**src/rtl/pes_pkg.sv**
```systemverilog
// shared types, codes and constants for the pes header parser
`timescale 1ns / 1ps
`default_nettype none

package pes_pkg;

   // width of the byte counters
   localparam int COUNT_BITS = 24;
   localparam logic [COUNT_BITS-1:0] COUNT_MAX = {COUNT_BITS{1'b1}};

   // width and saturation of the reported payload size
   localparam int SIZE_BITS = 24;
   localparam logic [31:0] SIZE_MAX32 = 32'h00FF_FFFF;

   // timestamps
   localparam int TS_BITS    = 33;
   localparam int TS_SHIFT_BITS = 40;
   localparam logic [7:0] TS_FIELD_BYTES = 8'd5;

   // start code and special stream ids
   localparam logic [7:0] START_ZERO_BYTE = 8'h00;
   localparam logic [7:0] START_ONE_BYTE  = 8'h01;
   localparam logic [7:0] SID_PADDING     = 8'hBE;
   localparam logic [7:0] SID_PRIVATE2    = 8'hBF;
   localparam logic [1:0] OPT_MARKER      = 2'b10;

   // byte positions inside the prefix and the timestamp fields
   localparam logic [3:0] POS_SID       = 4'd3;
   localparam logic [3:0] POS_LEN_HI    = 4'd4;
   localparam logic [3:0] POS_AFTER_PFX = 4'd6;
   localparam logic [3:0] POS_TS_END    = 4'd11;

   // flag byte bits
   localparam int FLAG_PTS = 7;
   localparam int FLAG_DTS = 6;

   // result queue depth
   localparam int QUEUE_DEPTH = 4;
   localparam int QUEUE_AW    = $clog2(QUEUE_DEPTH);

   typedef enum logic [3:0] {
      PH_PREFIX  = 4'd0,
      PH_FLAGS1  = 4'd1,
      PH_FLAGS2  = 4'd2,
      PH_HLEN    = 4'd3,
      PH_PTS     = 4'd4,
      PH_DTS     = 4'd5,
      PH_SKIP    = 4'd6,
      PH_PAYLOAD = 4'd7,
      PH_DISCARD = 4'd8
   } phase_type;

   typedef enum logic [2:0] {
      ST_OK           = 3'd0,
      ST_BAD_START    = 3'd1,
      ST_LEN_MISMATCH = 3'd2,
      ST_BAD_MARKER   = 3'd3,
      ST_HDR_SHORT    = 3'd4,
      ST_TRUNCATED    = 3'd5
   } status_type;

   typedef enum logic {
      KIND_PAYLOAD = 1'b0,
      KIND_SUMMARY = 1'b1
   } kind_type;

   typedef struct packed {
      logic [7:0] data_byte;
      logic       last_byte;
   } req_type;

   typedef struct packed {
      logic                 result_kind;
      logic [7:0]           payload_byte;
      logic [7:0]           stream_id;
      logic [1:0]           scramble_ctrl;
      logic [3:0]           header_flag_bits;
      logic                 has_pts;
      logic                 has_dts;
      logic [TS_BITS-1:0]   pts;
      logic [TS_BITS-1:0]   dts;
      logic [SIZE_BITS-1:0] payload_count;
      logic [2:0]           status;
      logic                 result_last;
   } rsp_type;

   // one queue word: an optional payload byte and an optional summary
   typedef struct packed {
      logic       pay_valid;
      logic [7:0] pay_byte;
      logic       sum_valid;
      rsp_type    sum;
   } entry_type;

endpackage

`default_nettype wire

```
**src/rtl/pes_front.sv**
```systemverilog
// front end: byte parser that classifies each byte and builds queue words
`timescale 1ns / 1ps
`default_nettype none

module pes_front (
   input  wire                logic clock,
   input  wire                logic reset,
   input  wire                logic req_valid,
   input  wire pes_pkg::req_type req_data,
   input  wire                logic queue_full,
   output logic               push_valid,
   output pes_pkg::entry_type push_data
);
   import pes_pkg::*;

   phase_type              phase_ff, phase_in;
   logic [3:0]             pos_ff, pos_in;
   logic [15:0]            decl_len_ff, decl_len_in;
   logic [7:0]             hdr_left_ff, hdr_left_in;
   logic [TS_SHIFT_BITS-1:0] ts_ff, ts_in;
   logic [7:0]             sid_ff, sid_in;
   logic [7:0]             flags_ff, flags_in;
   logic [TS_BITS-1:0]     pts_ff, pts_in;
   logic [TS_BITS-1:0]     dts_ff, dts_in;
   logic [COUNT_BITS-1:0]  apc_ff, apc_in;
   logic [COUNT_BITS-1:0]  pcnt_ff, pcnt_in;
   status_type             err_ff, err_in;

   logic                   accept;
   logic [7:0]             b;
   logic [TS_BITS-1:0]     ts_val;
   logic [31:0]            pcnt_wide;
   status_type             st;

   assign accept = req_valid && !queue_full;
   assign b      = req_data.data_byte;

   // parse state update, one byte per cycle while the queue is not full
   always_comb begin
      phase_in    = phase_ff;
      pos_in      = pos_ff;
      decl_len_in = decl_len_ff;
      hdr_left_in = hdr_left_ff;
      ts_in       = ts_ff;
      sid_in      = sid_ff;
      flags_in    = flags_ff;
      pts_in      = pts_ff;
      dts_in      = dts_ff;
      apc_in      = apc_ff;
      pcnt_in     = pcnt_ff;
      err_in      = err_ff;
      ts_val      = '0;
      pcnt_wide   = '0;
      st          = ST_OK;
      push_valid  = 1'b0;
      push_data   = '0;

      if (accept) begin
         // bytes after the length field
         if (pos_ff >= POS_AFTER_PFX && apc_ff != COUNT_MAX) begin
            apc_in = apc_ff + 1'b1;
         end

         case (phase_ff)
            PH_PREFIX: begin
               if ((pos_ff <= 4'd1 && b != START_ZERO_BYTE) ||
                   (pos_ff == 4'd2 && b != START_ONE_BYTE)) begin
                  if (err_in == ST_OK) err_in = ST_BAD_START;
                  phase_in = PH_DISCARD;
               end else begin
                  if (pos_ff == POS_SID) begin
                     sid_in = b;
                  end else if (pos_ff == POS_LEN_HI) begin
                     decl_len_in = {b, 8'h00};
                  end else if (pos_ff > POS_LEN_HI) begin
                     decl_len_in = decl_len_ff | {8'h00, b};
                  end
                  pos_in = pos_ff + 1'b1;
                  if (pos_in == POS_AFTER_PFX) begin
                     phase_in = (sid_in == SID_PADDING || sid_in == SID_PRIVATE2) ?
                                PH_PAYLOAD : PH_FLAGS1;
                  end
               end
            end
            PH_FLAGS1: begin
               if (b[7:6] != OPT_MARKER) begin
                  if (err_in == ST_OK) err_in = ST_BAD_MARKER;
                  phase_in = PH_DISCARD;
               end else begin
                  flags_in = {2'b00, b[5:0]};
                  phase_in = PH_FLAGS2;
               end
            end
            PH_FLAGS2: begin
               flags_in = flags_ff | {b[7:6], 6'b000000};
               phase_in = PH_HLEN;
            end
            PH_HLEN: begin
               hdr_left_in = b;
               if (flags_ff[FLAG_PTS] || flags_ff[FLAG_DTS]) begin
                  if (hdr_left_in < TS_FIELD_BYTES) begin
                     if (err_in == ST_OK) err_in = ST_HDR_SHORT;
                     phase_in = PH_DISCARD;
                  end else begin
                     ts_in    = '0;
                     pos_in   = POS_AFTER_PFX;
                     phase_in = flags_ff[FLAG_PTS] ? PH_PTS : PH_DTS;
                  end
               end else begin
                  phase_in = (hdr_left_in == 8'd0) ? PH_PAYLOAD : PH_SKIP;
               end
            end
            PH_PTS, PH_DTS: begin
               ts_in  = {ts_ff[TS_SHIFT_BITS-9:0], b};
               pos_in = pos_ff + 1'b1;
               if (pos_in >= POS_TS_END) begin
                  pos_in      = POS_AFTER_PFX;
                  hdr_left_in = hdr_left_ff - TS_FIELD_BYTES;
                  ts_val      = {ts_in[35:33], ts_in[31:17], ts_in[15:1]};
                  if (phase_ff == PH_PTS) begin
                     pts_in = ts_val;
                  end else begin
                     dts_in = ts_val;
                  end
                  if (phase_ff == PH_PTS && flags_ff[FLAG_DTS]) begin
                     // dts field follows the pts field
                     if (hdr_left_in < TS_FIELD_BYTES) begin
                        if (err_in == ST_OK) err_in = ST_HDR_SHORT;
                        phase_in = PH_DISCARD;
                     end else begin
                        ts_in    = '0;
                        phase_in = PH_DTS;
                     end
                  end else begin
                     phase_in = (hdr_left_in == 8'd0) ? PH_PAYLOAD : PH_SKIP;
                  end
               end
            end
            PH_SKIP: begin
               hdr_left_in = hdr_left_ff - 1'b1;
               if (hdr_left_in == 8'd0) phase_in = PH_PAYLOAD;
            end
            PH_PAYLOAD: begin
               push_data.pay_valid = 1'b1;
               push_data.pay_byte  = b;
               if (pcnt_ff != COUNT_MAX) pcnt_in = pcnt_ff + 1'b1;
            end
            default: begin
            end
         endcase

         // end of packet summary
         if (req_data.last_byte) begin
            if (err_in == ST_BAD_START) begin
               st = ST_BAD_START;
            end else if (pos_in < POS_AFTER_PFX) begin
               st = ST_TRUNCATED;
            end else if (decl_len_in != 16'd0 &&
                         apc_in != COUNT_BITS'(decl_len_in)) begin
               st = ST_LEN_MISMATCH;
            end else if (err_in != ST_OK) begin
               st = err_in;
            end else if (phase_in != PH_PAYLOAD) begin
               st = ST_TRUNCATED;
            end else begin
               st = ST_OK;
            end
            pcnt_wide = 32'(pcnt_in);
            push_data.sum_valid              = 1'b1;
            push_data.sum.result_kind        = KIND_SUMMARY;
            push_data.sum.stream_id          = sid_in;
            push_data.sum.scramble_ctrl      = flags_in[5:4];
            push_data.sum.header_flag_bits   = flags_in[3:0];
            push_data.sum.has_pts            = flags_in[FLAG_PTS];
            push_data.sum.has_dts            = flags_in[FLAG_DTS];
            push_data.sum.pts                = pts_in;
            push_data.sum.dts                = dts_in;
            push_data.sum.payload_count      = (pcnt_wide > SIZE_MAX32) ?
                                               SIZE_MAX32[SIZE_BITS-1:0] :
                                               pcnt_wide[SIZE_BITS-1:0];
            push_data.sum.status             = st;
            push_data.sum.result_last        = 1'b1;

            // back to the reset state for the next packet
            phase_in    = PH_PREFIX;
            pos_in      = '0;
            decl_len_in = '0;
            hdr_left_in = '0;
            ts_in       = '0;
            sid_in      = '0;
            flags_in    = '0;
            pts_in      = '0;
            dts_in      = '0;
            apc_in      = '0;
            pcnt_in     = '0;
            err_in      = ST_OK;
         end

         push_valid = push_data.pay_valid || push_data.sum_valid;
      end
   end

   // parse state registers
   always_ff @(posedge clock) begin
      if (reset) begin
         phase_ff    <= PH_PREFIX;
         pos_ff      <= '0;
         decl_len_ff <= '0;
         hdr_left_ff <= '0;
         ts_ff       <= '0;
         sid_ff      <= '0;
         flags_ff    <= '0;
         pts_ff      <= '0;
         dts_ff      <= '0;
         apc_ff      <= '0;
         pcnt_ff     <= '0;
         err_ff      <= ST_OK;
      end else begin
         phase_ff    <= phase_in;
         pos_ff      <= pos_in;
         decl_len_ff <= decl_len_in;
         hdr_left_ff <= hdr_left_in;
         ts_ff       <= ts_in;
         sid_ff      <= sid_in;
         flags_ff    <= flags_in;
         pts_ff      <= pts_in;
         dts_ff      <= dts_in;
         apc_ff      <= apc_in;
         pcnt_ff     <= pcnt_in;
         err_ff      <= err_in;
      end
   end

endmodule

`default_nettype wire

```
**src/rtl/pes_queue.sv**
```systemverilog
// short word queue between the parser and the result stage
`timescale 1ns / 1ps
`default_nettype none

module pes_queue (
   input  wire                logic clock,
   input  wire                logic reset,
   input  wire                logic push_valid,
   input  wire pes_pkg::entry_type push_data,
   output logic               full,
   input  wire                logic pop,
   output logic               head_valid,
   output pes_pkg::entry_type head_data
);
   import pes_pkg::*;

   entry_type             mem_ff [QUEUE_DEPTH];
   logic [QUEUE_AW-1:0]   wptr_ff, wptr_in;
   logic [QUEUE_AW-1:0]   rptr_ff, rptr_in;
   logic [QUEUE_AW:0]     count_ff, count_in;
   logic                  do_push;
   logic                  do_pop;

   assign full       = (count_ff == (QUEUE_AW+1)'(QUEUE_DEPTH));
   assign head_valid = (count_ff != '0);
   assign head_data  = mem_ff[rptr_ff];
   assign do_push    = push_valid && !full;
   assign do_pop     = pop && head_valid;

   // pointer and fill count update
   always_comb begin
      wptr_in  = do_push ? wptr_ff + 1'b1 : wptr_ff;
      rptr_in  = do_pop ? rptr_ff + 1'b1 : rptr_ff;
      count_in = count_ff;
      if (do_push && !do_pop) begin
         count_in = count_ff + 1'b1;
      end else if (do_pop && !do_push) begin
         count_in = count_ff - 1'b1;
      end
   end

   always_ff @(posedge clock) begin
      if (reset) begin
         wptr_ff  <= '0;
         rptr_ff  <= '0;
         count_ff <= '0;
      end else begin
         wptr_ff  <= wptr_in;
         rptr_ff  <= rptr_in;
         count_ff <= count_in;
      end
   end

   // word storage
   always_ff @(posedge clock) begin
      if (do_push) begin
         mem_ff[wptr_ff] <= push_data;
      end
   end

   // the parser never pushes into a full queue
   a_no_push_full: assert property (@(posedge clock) disable iff (reset)
      !(push_valid && full))
      else $error("push into full queue");

   // fill count stays within the depth
   a_count_range: assert property (@(posedge clock) disable iff (reset)
      count_ff <= (QUEUE_AW+1)'(QUEUE_DEPTH))
      else $error("queue count out of range");

   // a push without a pop grows the count by one
   a_count_grow: assert property (@(posedge clock) disable iff (reset)
      (do_push && !do_pop) |=> (count_ff == $past(count_ff) + 1'b1))
      else $error("queue count did not grow");

   // every queued word carries at least one result
   a_word_nonempty: assert property (@(posedge clock) disable iff (reset)
      push_valid |-> (push_data.pay_valid || push_data.sum_valid))
      else $error("empty word pushed");

endmodule

`default_nettype wire

```
**src/rtl/pes_back.sv**
```systemverilog
// back end: expands queue words into result words in an output register
`timescale 1ns / 1ps
`default_nettype none

module pes_back (
   input  wire                logic clock,
   input  wire                logic reset,
   input  wire                logic head_valid,
   input  wire pes_pkg::entry_type head_data,
   output logic               pop,
   output logic               rsp_valid,
   input  wire                logic rsp_stall,
   output pes_pkg::rsp_type   rsp_data
);
   import pes_pkg::*;

   logic    rsp_valid_ff, rsp_valid_in;
   rsp_type rsp_ff, rsp_in;
   logic    half_ff, half_in;
   logic    load;

   assign load      = !rsp_valid_ff || !rsp_stall;
   assign rsp_valid = rsp_valid_ff;
   assign rsp_data  = rsp_ff;

   // pick payload first, then the summary of the same word
   always_comb begin
      rsp_valid_in = rsp_valid_ff;
      rsp_in       = rsp_ff;
      half_in      = half_ff;
      pop          = 1'b0;
      if (load) begin
         rsp_valid_in = head_valid;
         if (head_valid) begin
            if (head_data.pay_valid && !half_ff) begin
               rsp_in              = '0;
               rsp_in.result_kind  = KIND_PAYLOAD;
               rsp_in.payload_byte = head_data.pay_byte;
               rsp_in.result_last  = !head_data.sum_valid;
               half_in             = head_data.sum_valid;
               pop                 = !head_data.sum_valid;
            end else begin
               rsp_in  = head_data.sum;
               half_in = 1'b0;
               pop     = 1'b1;
            end
         end
      end
   end

   always_ff @(posedge clock) begin
      if (reset) begin
         rsp_valid_ff <= 1'b0;
         half_ff      <= 1'b0;
      end else begin
         rsp_valid_ff <= rsp_valid_in;
         half_ff      <= half_in;
      end
   end

   always_ff @(posedge clock) begin
      rsp_ff <= rsp_in;
   end

endmodule

`default_nettype wire

```
**src/rtl/pes_header_parser.sv**
```systemverilog
// pes header parser top level: parser, word queue and result stage
// path: each input word goes into the queue, and the output register loads from its head
// throughput: one input word per cycle while the queue is not full
// a final byte inside the payload yields two results, the payload byte, then the summary
// a four-word queue takes parser words during output stalls until it is full
// reset: synchronous; clears parse state, queue pointers and output valid
`timescale 1ns / 1ps
`default_nettype none

module pes_header_parser (
   input  wire              logic clock,
   input  wire              logic reset,
   input  wire              logic req_valid,
   output logic             req_stall,
   input  wire pes_pkg::req_type req_data,
   output logic             rsp_valid,
   input  wire              logic rsp_stall,
   output pes_pkg::rsp_type rsp_data
);
   import pes_pkg::*;

   logic      push_valid;
   entry_type push_data;
   logic      queue_full;
   logic      pop;
   logic      head_valid;
   entry_type head_data;

   assign req_stall = queue_full;

   // byte parser
   pes_front u_front (
      .clock      (clock),
      .reset      (reset),
      .req_valid  (req_valid),
      .req_data   (req_data),
      .queue_full (queue_full),
      .push_valid (push_valid),
      .push_data  (push_data)
   );

   // word queue
   pes_queue u_queue (
      .clock      (clock),
      .reset      (reset),
      .push_valid (push_valid),
      .push_data  (push_data),
      .full       (queue_full),
      .pop        (pop),
      .head_valid (head_valid),
      .head_data  (head_data)
   );

   // result stage
   pes_back u_back (
      .clock      (clock),
      .reset      (reset),
      .head_valid (head_valid),
      .head_data  (head_data),
      .pop        (pop),
      .rsp_valid  (rsp_valid),
      .rsp_stall  (rsp_stall),
      .rsp_data   (rsp_data)
   );

endmodule

`default_nettype wire

```
**config.mk**
```make
export PLATFORM = sky130hd
export DESIGN_NAME = pes_header_parser
export DESIGN_NICKNAME = d
export VERILOG_FILES = /design/src/rtl/pes_pkg.sv /design/src/rtl/pes_front.sv /design/src/rtl/pes_queue.sv /design/src/rtl/pes_back.sv /design/src/rtl/pes_header_parser.sv
export SDC_FILE = /design/constraint.sdc
export NUM_CORES = 1
export LEC_CHECK = 0
export BUFFER_PORTS_ARGS = -buffer_cell sky130_fd_sc_hd__buf_2
export CAP_MARGIN = 20
export CORE_MARGIN = 2
export CORE_UTILIZATION = 40
export DETAILED_ROUTE_END_ITERATION = 6
export GPL_TIMING_DRIVEN = 0
export HOLD_SLACK_MARGIN = 0.08
export PLACE_DENSITY = 0.64
export SLEW_MARGIN = 10
export SYNTH_ARGS = -nofsm -noshare
export SYNTH_HDL_FRONTEND = slang
export SYNTH_HIERARCHICAL = 1
export SYNTH_SLANG_ARGS = --single-unit
```
**constraint.sdc**
```tcl
create_clock -name clock -period 7.4 [get_ports clock]
set_input_delay 1.48 -clock clock [delete_from_list [all_inputs] [get_ports clock]]
set_output_delay 1.48 -clock clock [all_outputs]
set_load 0.01 [all_outputs]
```
# --- Yosys cells after proc, flatten, opt, wreduce, memory -nomap -nowiden ---
# Memories as Yosys holds them, arrays and structs flattened. A register that Yosys moved wholly into a read port is not among the register bits.
# Cells that the tools add are included.
totals:
  ff_bits: 321
  ramBits: 484
  mem_count: 1
op_classes:
  n_addsub: 9
  n_lt_le_gt_ge: 7
  n_eq_ne: 24
  muxes: 101
  bitwise: 2
  reduce_logical: 39
mem_list:
  columns: ["memory", "depth", "width", "read_ports", "rd_ports_with_merged_regs", "wr", "line_no", "text"]
  rows:
  - ["u_queue.mem_ff", 4, 121, 1, 1, 1, "pes_queue.sv:17", "entry_type mem_ff [QUEUE_DEPTH];"]
ops:
  columns: ["operator", "n"]
  rows:
  - ["2-to-1 mux 33 bit", 8]
  - ["2-to-1 mux 110 bit", 2]
  - ["2-to-1 mux 28 bit", 6]
  - ["2-to-1 mux 24 bit", 6]
  - ["2-to-1 mux 118 bit", 1]
  - ["2-to-1 mux 16 bit", 7]
  - ["2-to-1 mux 8 bit", 11]
  - ["2-to-1 mux 4 bit", 17]
  - ["2-to-1 mux 3 bit", 20]
  - ["one-hot mux 28 bit (2 select lines)", 1]
  - ["adder 24 x 1 -> 24 bit (second input constant)", 2]
  - ["inequality test 24 bit (second input constant)", 2]
  - ["== test 4 x 3 -> 1 bit (second input constant)", 6]
  - ["zero test 8 bit", 3]
  - ["inequality test 24 x 16 -> 1 bit", 1]
  - ["one-hot mux 4 bit (6 select lines)", 1]
  - ["one-hot mux 8 bit (3 select lines)", 1]
  - ["2-to-1 mux 9 bit", 2]
  - ["== test 4 x 2 -> 1 bit (second input constant)", 4]
  - ["== test 8 bit (second input constant)", 2]
  - ["< comparator 8 x 3 -> 1 bit (second input constant)", 2]
  - ["OR 16 x 8 -> 16 bit", 1]
  - ["one-hot mux 8 bit (2 select lines)", 1]
  - ["nonzero test 16 bit", 1]
  - ["38 further kinds", 74]

# --- Logic depth before layout (Yosys ltp) ---
depth:
  word_depth: 21
  depth_mapped: 14

# --- By module ---
# Netlist, hierarchy kept.
by_module_without_submodules:
  columns: ["mod", "instances", "cells_per_inst", "area_per_inst_um2"]
  rows:
  - ["pes_queue", 1, 721, 19080.8]
  - ["pes_front", 1, 1646, 11740.0]
  - ["pes_back", 1, 262, 4648.2]

# --- Worst setup path before layout ---
# OpenSTA, ideal clock, no wires.
synth_timing:
  path_type: "input port to flip-flop"
  from: "in req_valid"
  to: "mem u_queue/mem_ff[0][0] in the netlist's numbering, enable pin"
  setup_ps: 503
  t_arrival_ps: 5634
  required_time_ps: 6897
  slack_ps: 1262
  path_stages: 8
  path_cell_list: "nor2b_1 nand2_1 clkbuf_1 clkbuf_1 nand2b_1 inv_1 nor2_1 and2_1"
synth_via:
  elab_chain_cells: 5
synth_rtl:
  columns: ["item", "line_no", "text"]
  rows:
  - ["start: declaration", "pes_header_parser.sv:13", "input wire logic req_valid,"]
  - ["logical AND 1 bit", "pes_front.sv:35", "assign accept = req_valid && !queue_full;"]
  - ["2-to-1 mux 1 bit", "pes_front.sv:58", "if (accept) begin"]
  - ["named net push_valid", "pes_header_parser.sv:22", "logic push_valid;"]
  - ["logical AND 1 bit", "pes_queue.sv:27", "assign do_push = push_valid && !full;"]
  - ["named net u_queue.do_push", "pes_queue.sv:21", "logic do_push;"]
  - ["2-to-1 mux 1 bit", "pes_queue.sv:56", "if (do_push) begin"]
  - ["2-to-1 mux 1 bit (implied by the code)", "pes_queue.sv:57", "mem_ff[wptr_ff] <= push_data;"]
  - ["end: declaration", "pes_queue.sv:17", null]
# The timed path passes the listed nets, and every way through them passes these cells.

# --- Worst setup path in the final report ---
layout_timing:
  from: "in req_valid"
  to: "mem u_queue/mem_ff[1][47] in the netlist's numbering, enable pin"
# Same word-level chain as after synthesis.

==> qor.csv <==
stage,metric,value,unit
power,Pwr Total,12.6,mW
sta,Hold Slack,0.499,ns
synth,YS warnings,6,
finish,layout cells sized above 1,0.171,
synth,Mapped Avg Cell Area,13.5,sq um
grt,gr busiest metal,met2,
detailed_routing,Routed WL,89100,microns
clock_network,CTS Hold Buffers Added,0,
detailed_routing,Initial DRC Count,2249,
sta,"Worst Setup Slack, final",2.23,ns
synth,"EDFF count, synth",635,
min_path,Hold Path End,u_back/half_ff$_SDFFE_PP0P_,
floorplan,Die Ht,302,microns
clock_network,post_cts resized,0,
min_path,HP Class,reg2reg,
setup_path,CP max-delay cell,and2_4,
synth,Synth area leaders,"edfxtp_1 54%, dfxtp_1 11%, mux4_2 8.2%",
clock_network,Post-CTS Setup Bufs,0,
floorplan,core area,88100,sq um
placement,dpl hpwl,59400,microns
setup_path,crit path kind,in2reg,
synth,Post-Synthesis Cells,2629,
sta,Rel. slew slack,0.225,
setup_path,"delay-heaviest family, CP",buffers and inverters,
clock_network,CTS tree,done,
grt,Global Route Usage Sum,0.194,
setup_path,CP Buf/Inv Count,7,
synth,Synth Flop Type,edfxtp_1,
synth,largest family of logic cells by synthesized area,simple AND/OR/NAND/NOR gates,
detailed_routing,# DRC,0,
clock_network,total CTS buffers,81,
setup_path,RR Startpoint,u_queue/count_ff[2]$_SDFFE_PP0P_,
synth,top cell type's share of synthesized area,0.538,
setup_path,CP startpoint,req_valid,
synth,leading area contributor after synthesis,edfxtp_1,
power,Cell Pwr Density,309,nW/um^2
placement,GPL Wtd Cong,0.966,
synth,Seq cells post-synth,838,
grt,M3 GR Usage,0.0337,
finish,fillers,7879,
synth,Synth Area in XOR/XNOR,0.0128,
clock_network,clk slew on worst S/H paths,0.06,ns
run_status,status,completed,
sta,worst slew pin tran,1.16,ns
finish,Synth-to-Final Area Change,14.6,%
grt,first-pass GRT wire length,135000,microns
grt,GRT met2 Usage,0.303,
grt,M1 GR Usage,0.275,
detailed_routing,WL/cell,21.7,microns
setup_path,Crit path required time,7.71,ns
clock_network,worst skew pair latency,0.65,ns
floorplan,Die Span X,302,microns
placement,IO buf count,133,
setup_path,CP arrival,5.48,ns
power,Worst VDD drop,0.000164,V
setup_path,CP Launch Type,input port,
grt,initial antenna violation count,4,
power,Leak,13.4,nW
sta,Final Hold Fails,0,
sta,Fmax achieved,194,MHz
synth,commonest cells in the netlist,"635 x edfxtp_1, 280 x nor2_1, 221 x nand2_1",
setup_path,FF-to-FF path depth,12,
synth,"Seq/Total Area, Yosys",0.652,
detailed_routing,vias,22678,
synth,Synth Area in Compound Gates,0.0880,
synth,Synth cell types,91,
floorplan,full die area,91100,sq um
setup_path,Worst setup EP type,flop,
setup_path,Critical Path Fanout Max,47,
min_path,Hold Path Depth,2,
clock_network,Root Driver,clkbuf_16,
synth,asr flop ratio synth,0,
synth,area of the mapped netlist,35500,sq um
floorplan,Starting Density,0.403,
setup_path,CP peak stage delay,0.71,ns
detailed_routing,ANT nets after route,0,
finish,layout net count,2895,
sta,RSZ-0062 raised after global routing,no,
clock_network,clk sink count,838,
setup_path,R2R Setup Slk,2.55,ns
sta,Final Max Slew Viols,0,
synth,multiplexer share of the synthesized area,0.0911,
setup_path,R2R Path End,u_queue/mem_ff[1][47]$_DFFE_PP_,
grt,vias in the first global route,21706,
sta,setup TNS,0,ns
grt,pin count of the biggest net entering global routing,52,
sta,Final setup viols,0,
sta,Clock Skew,0.0292,ns
detailed_routing,TritonRoute pass-1 iters,6,
sta,period utilization,0.698,
clock_network,Clock Path Buffers,3,
floorplan,Boundary Pins,134,
grt,aggregate global routing overflow,0,
floorplan,Rows,109,
clock_network,H-tree Lvls,3,
placement,"worst slack, placed",1.73,ns
detailed_routing,via/cell ratio,5.53,
job,# Max-Cap Violations,0,
setup_path,worst path cell trace,buf_2 -> nor2b_1 -> buf_4 -> nand2_1 -> clkbuf_1 -> clkbuf_1 -> nand2b_1 -> inv_1 -> nor2_1 -> and2_4 -> buf_16 -> buf_16,
synth,Simple-Gate Fraction of Synth Area,0.120,
sta,post-route minimum period,5.17,ns
min_path,hold path startpoint,u_back/half_ff$_SDFFE_PP0P_,
synth,Post-Synth Adder-Cell Area,0.00607,
synth,top-count cell post-synth,edfxtp_1,
## tightest hold or removal path: cells and delay by family (launching register included)
family           cells  cell delay (ns)
DFF                  1             0.32
and+or+nand+nor      1             0.07
muxes                1             0.06
## stage by stage
stage	util	cell area, sq um	cells
floorplan	-	35500	2636
global placement	0.427	37600	3934
detailed placement	0.431	38000	3949
CTS	0.461	40700	4098
global route	0.462	40700	4099
finish	0.462	40700	4100
## report_power, final
group / total [mW] / internal (mW) / switching [mW]
clock: 4.13 / 2.40 / 1.74
combinational: 2.61 / 1.13 / 1.48
sequential: 5.83 / 5.70 / 0.130
total: 12.6 / 9.23 / 3.34
## cell type report
cell class	count	area, sq um	share of cell area
Antenna cell	2	5.00	0.000123
Buffer	189	972	0.0239
Clock buffer	117	2320	0.0570
Clock inverter	32	347	0.00852
Inverter	25	93.8	0.00231
Multi-Input combinational cell	1584	11300	0.278
Sequential cell	838	23100	0.569
Tap cell	1165	1460	0.0358
Timing Repair Buffer	148	1020	0.0251
## worst max path at each step
stage,to,slack (ns),cells after the start
after floorplan,u_queue/mem_ff[0][0]$_DFFE_PP_,1.26,8
after global placement,u_queue/mem_ff[2][48]$_DFFE_PP_,-2.75,9
after detailed placement,u_queue/mem_ff[1][45]$_DFFE_PP_,1.73,12
after CTS,u_queue/mem_ff[1][47]$_DFFE_PP_,2.39,12
after global routing,u_queue/mem_ff[1][51]$_DFFE_PP_,2.12,12
final,u_queue/mem_ff[1][47]$_DFFE_PP_,2.23,12
## cells by family after synthesis
family                     count (synthesis)
AOI/OAI and AO/OA                        484
xor gates and xnor gates                  52
adders and majority gates                 17
buffers and inverters                    214
DFF                                      838
muxes                                    157
other                                      1
and+or+nand+nor                          866
## layout by cell type, fill, tap and decap left out, drive strengths merged, types with 7 or more instances in the layout
cell type / synthesis / layout
nor2: 282 / 282
clkbuf: 126 / 243
ha: 14 / 14
nand2b: 15 / 15
nor4: 25 / 25
mux2i: 19 / 19
o21ai: 76 / 76
a22oi: 135 / 135
or2: 7 / 7
clkinvlp: 0 / 7
edfxtp: 635 / 635
and3: 18 / 18
nor2b: 23 / 23
nand2: 221 / 221
conb: 1 / 8
clkinv: 2 / 20
nand4: 18 / 18
a31oi: 21 / 21
a21oi: 156 / 156
and2: 131 / 131
o21a: 7 / 7
buf: 63 / 211
a211oi: 9 / 9
xnor2: 24 / 24
mux2: 9 / 9
nor3: 38 / 38
xor2: 28 / 28
nand3: 30 / 30
o211ai: 13 / 13
or3: 30 / 30
inv: 23 / 24
dfxtp: 203 / 203
mux4: 129 / 129
## metal layers
layer	routed length (microns)	vias to the layer above	share of wire
met2	41600	817	0.47
met3	6640	153	0.074
li1	-	10370	-
met1	38400	11334	0.43
met5	20	-	0.00022
met4	2500	4	0.028
## state kept, by name, summed over array words and instances, names as in the netlist, 16 cells and up, named ones only
register / flops
u_queue/mem_ff: 516
u_back/rsp_data: 119
u_front/pts_ff: 33
u_front/decl_len_ff: 16
u_front/pcnt_ff: 24
u_front/dts_ff: 33
u_front/ts_ff: 27
u_front/apc_ff: 24
Power figures use the tool's default switching activity.
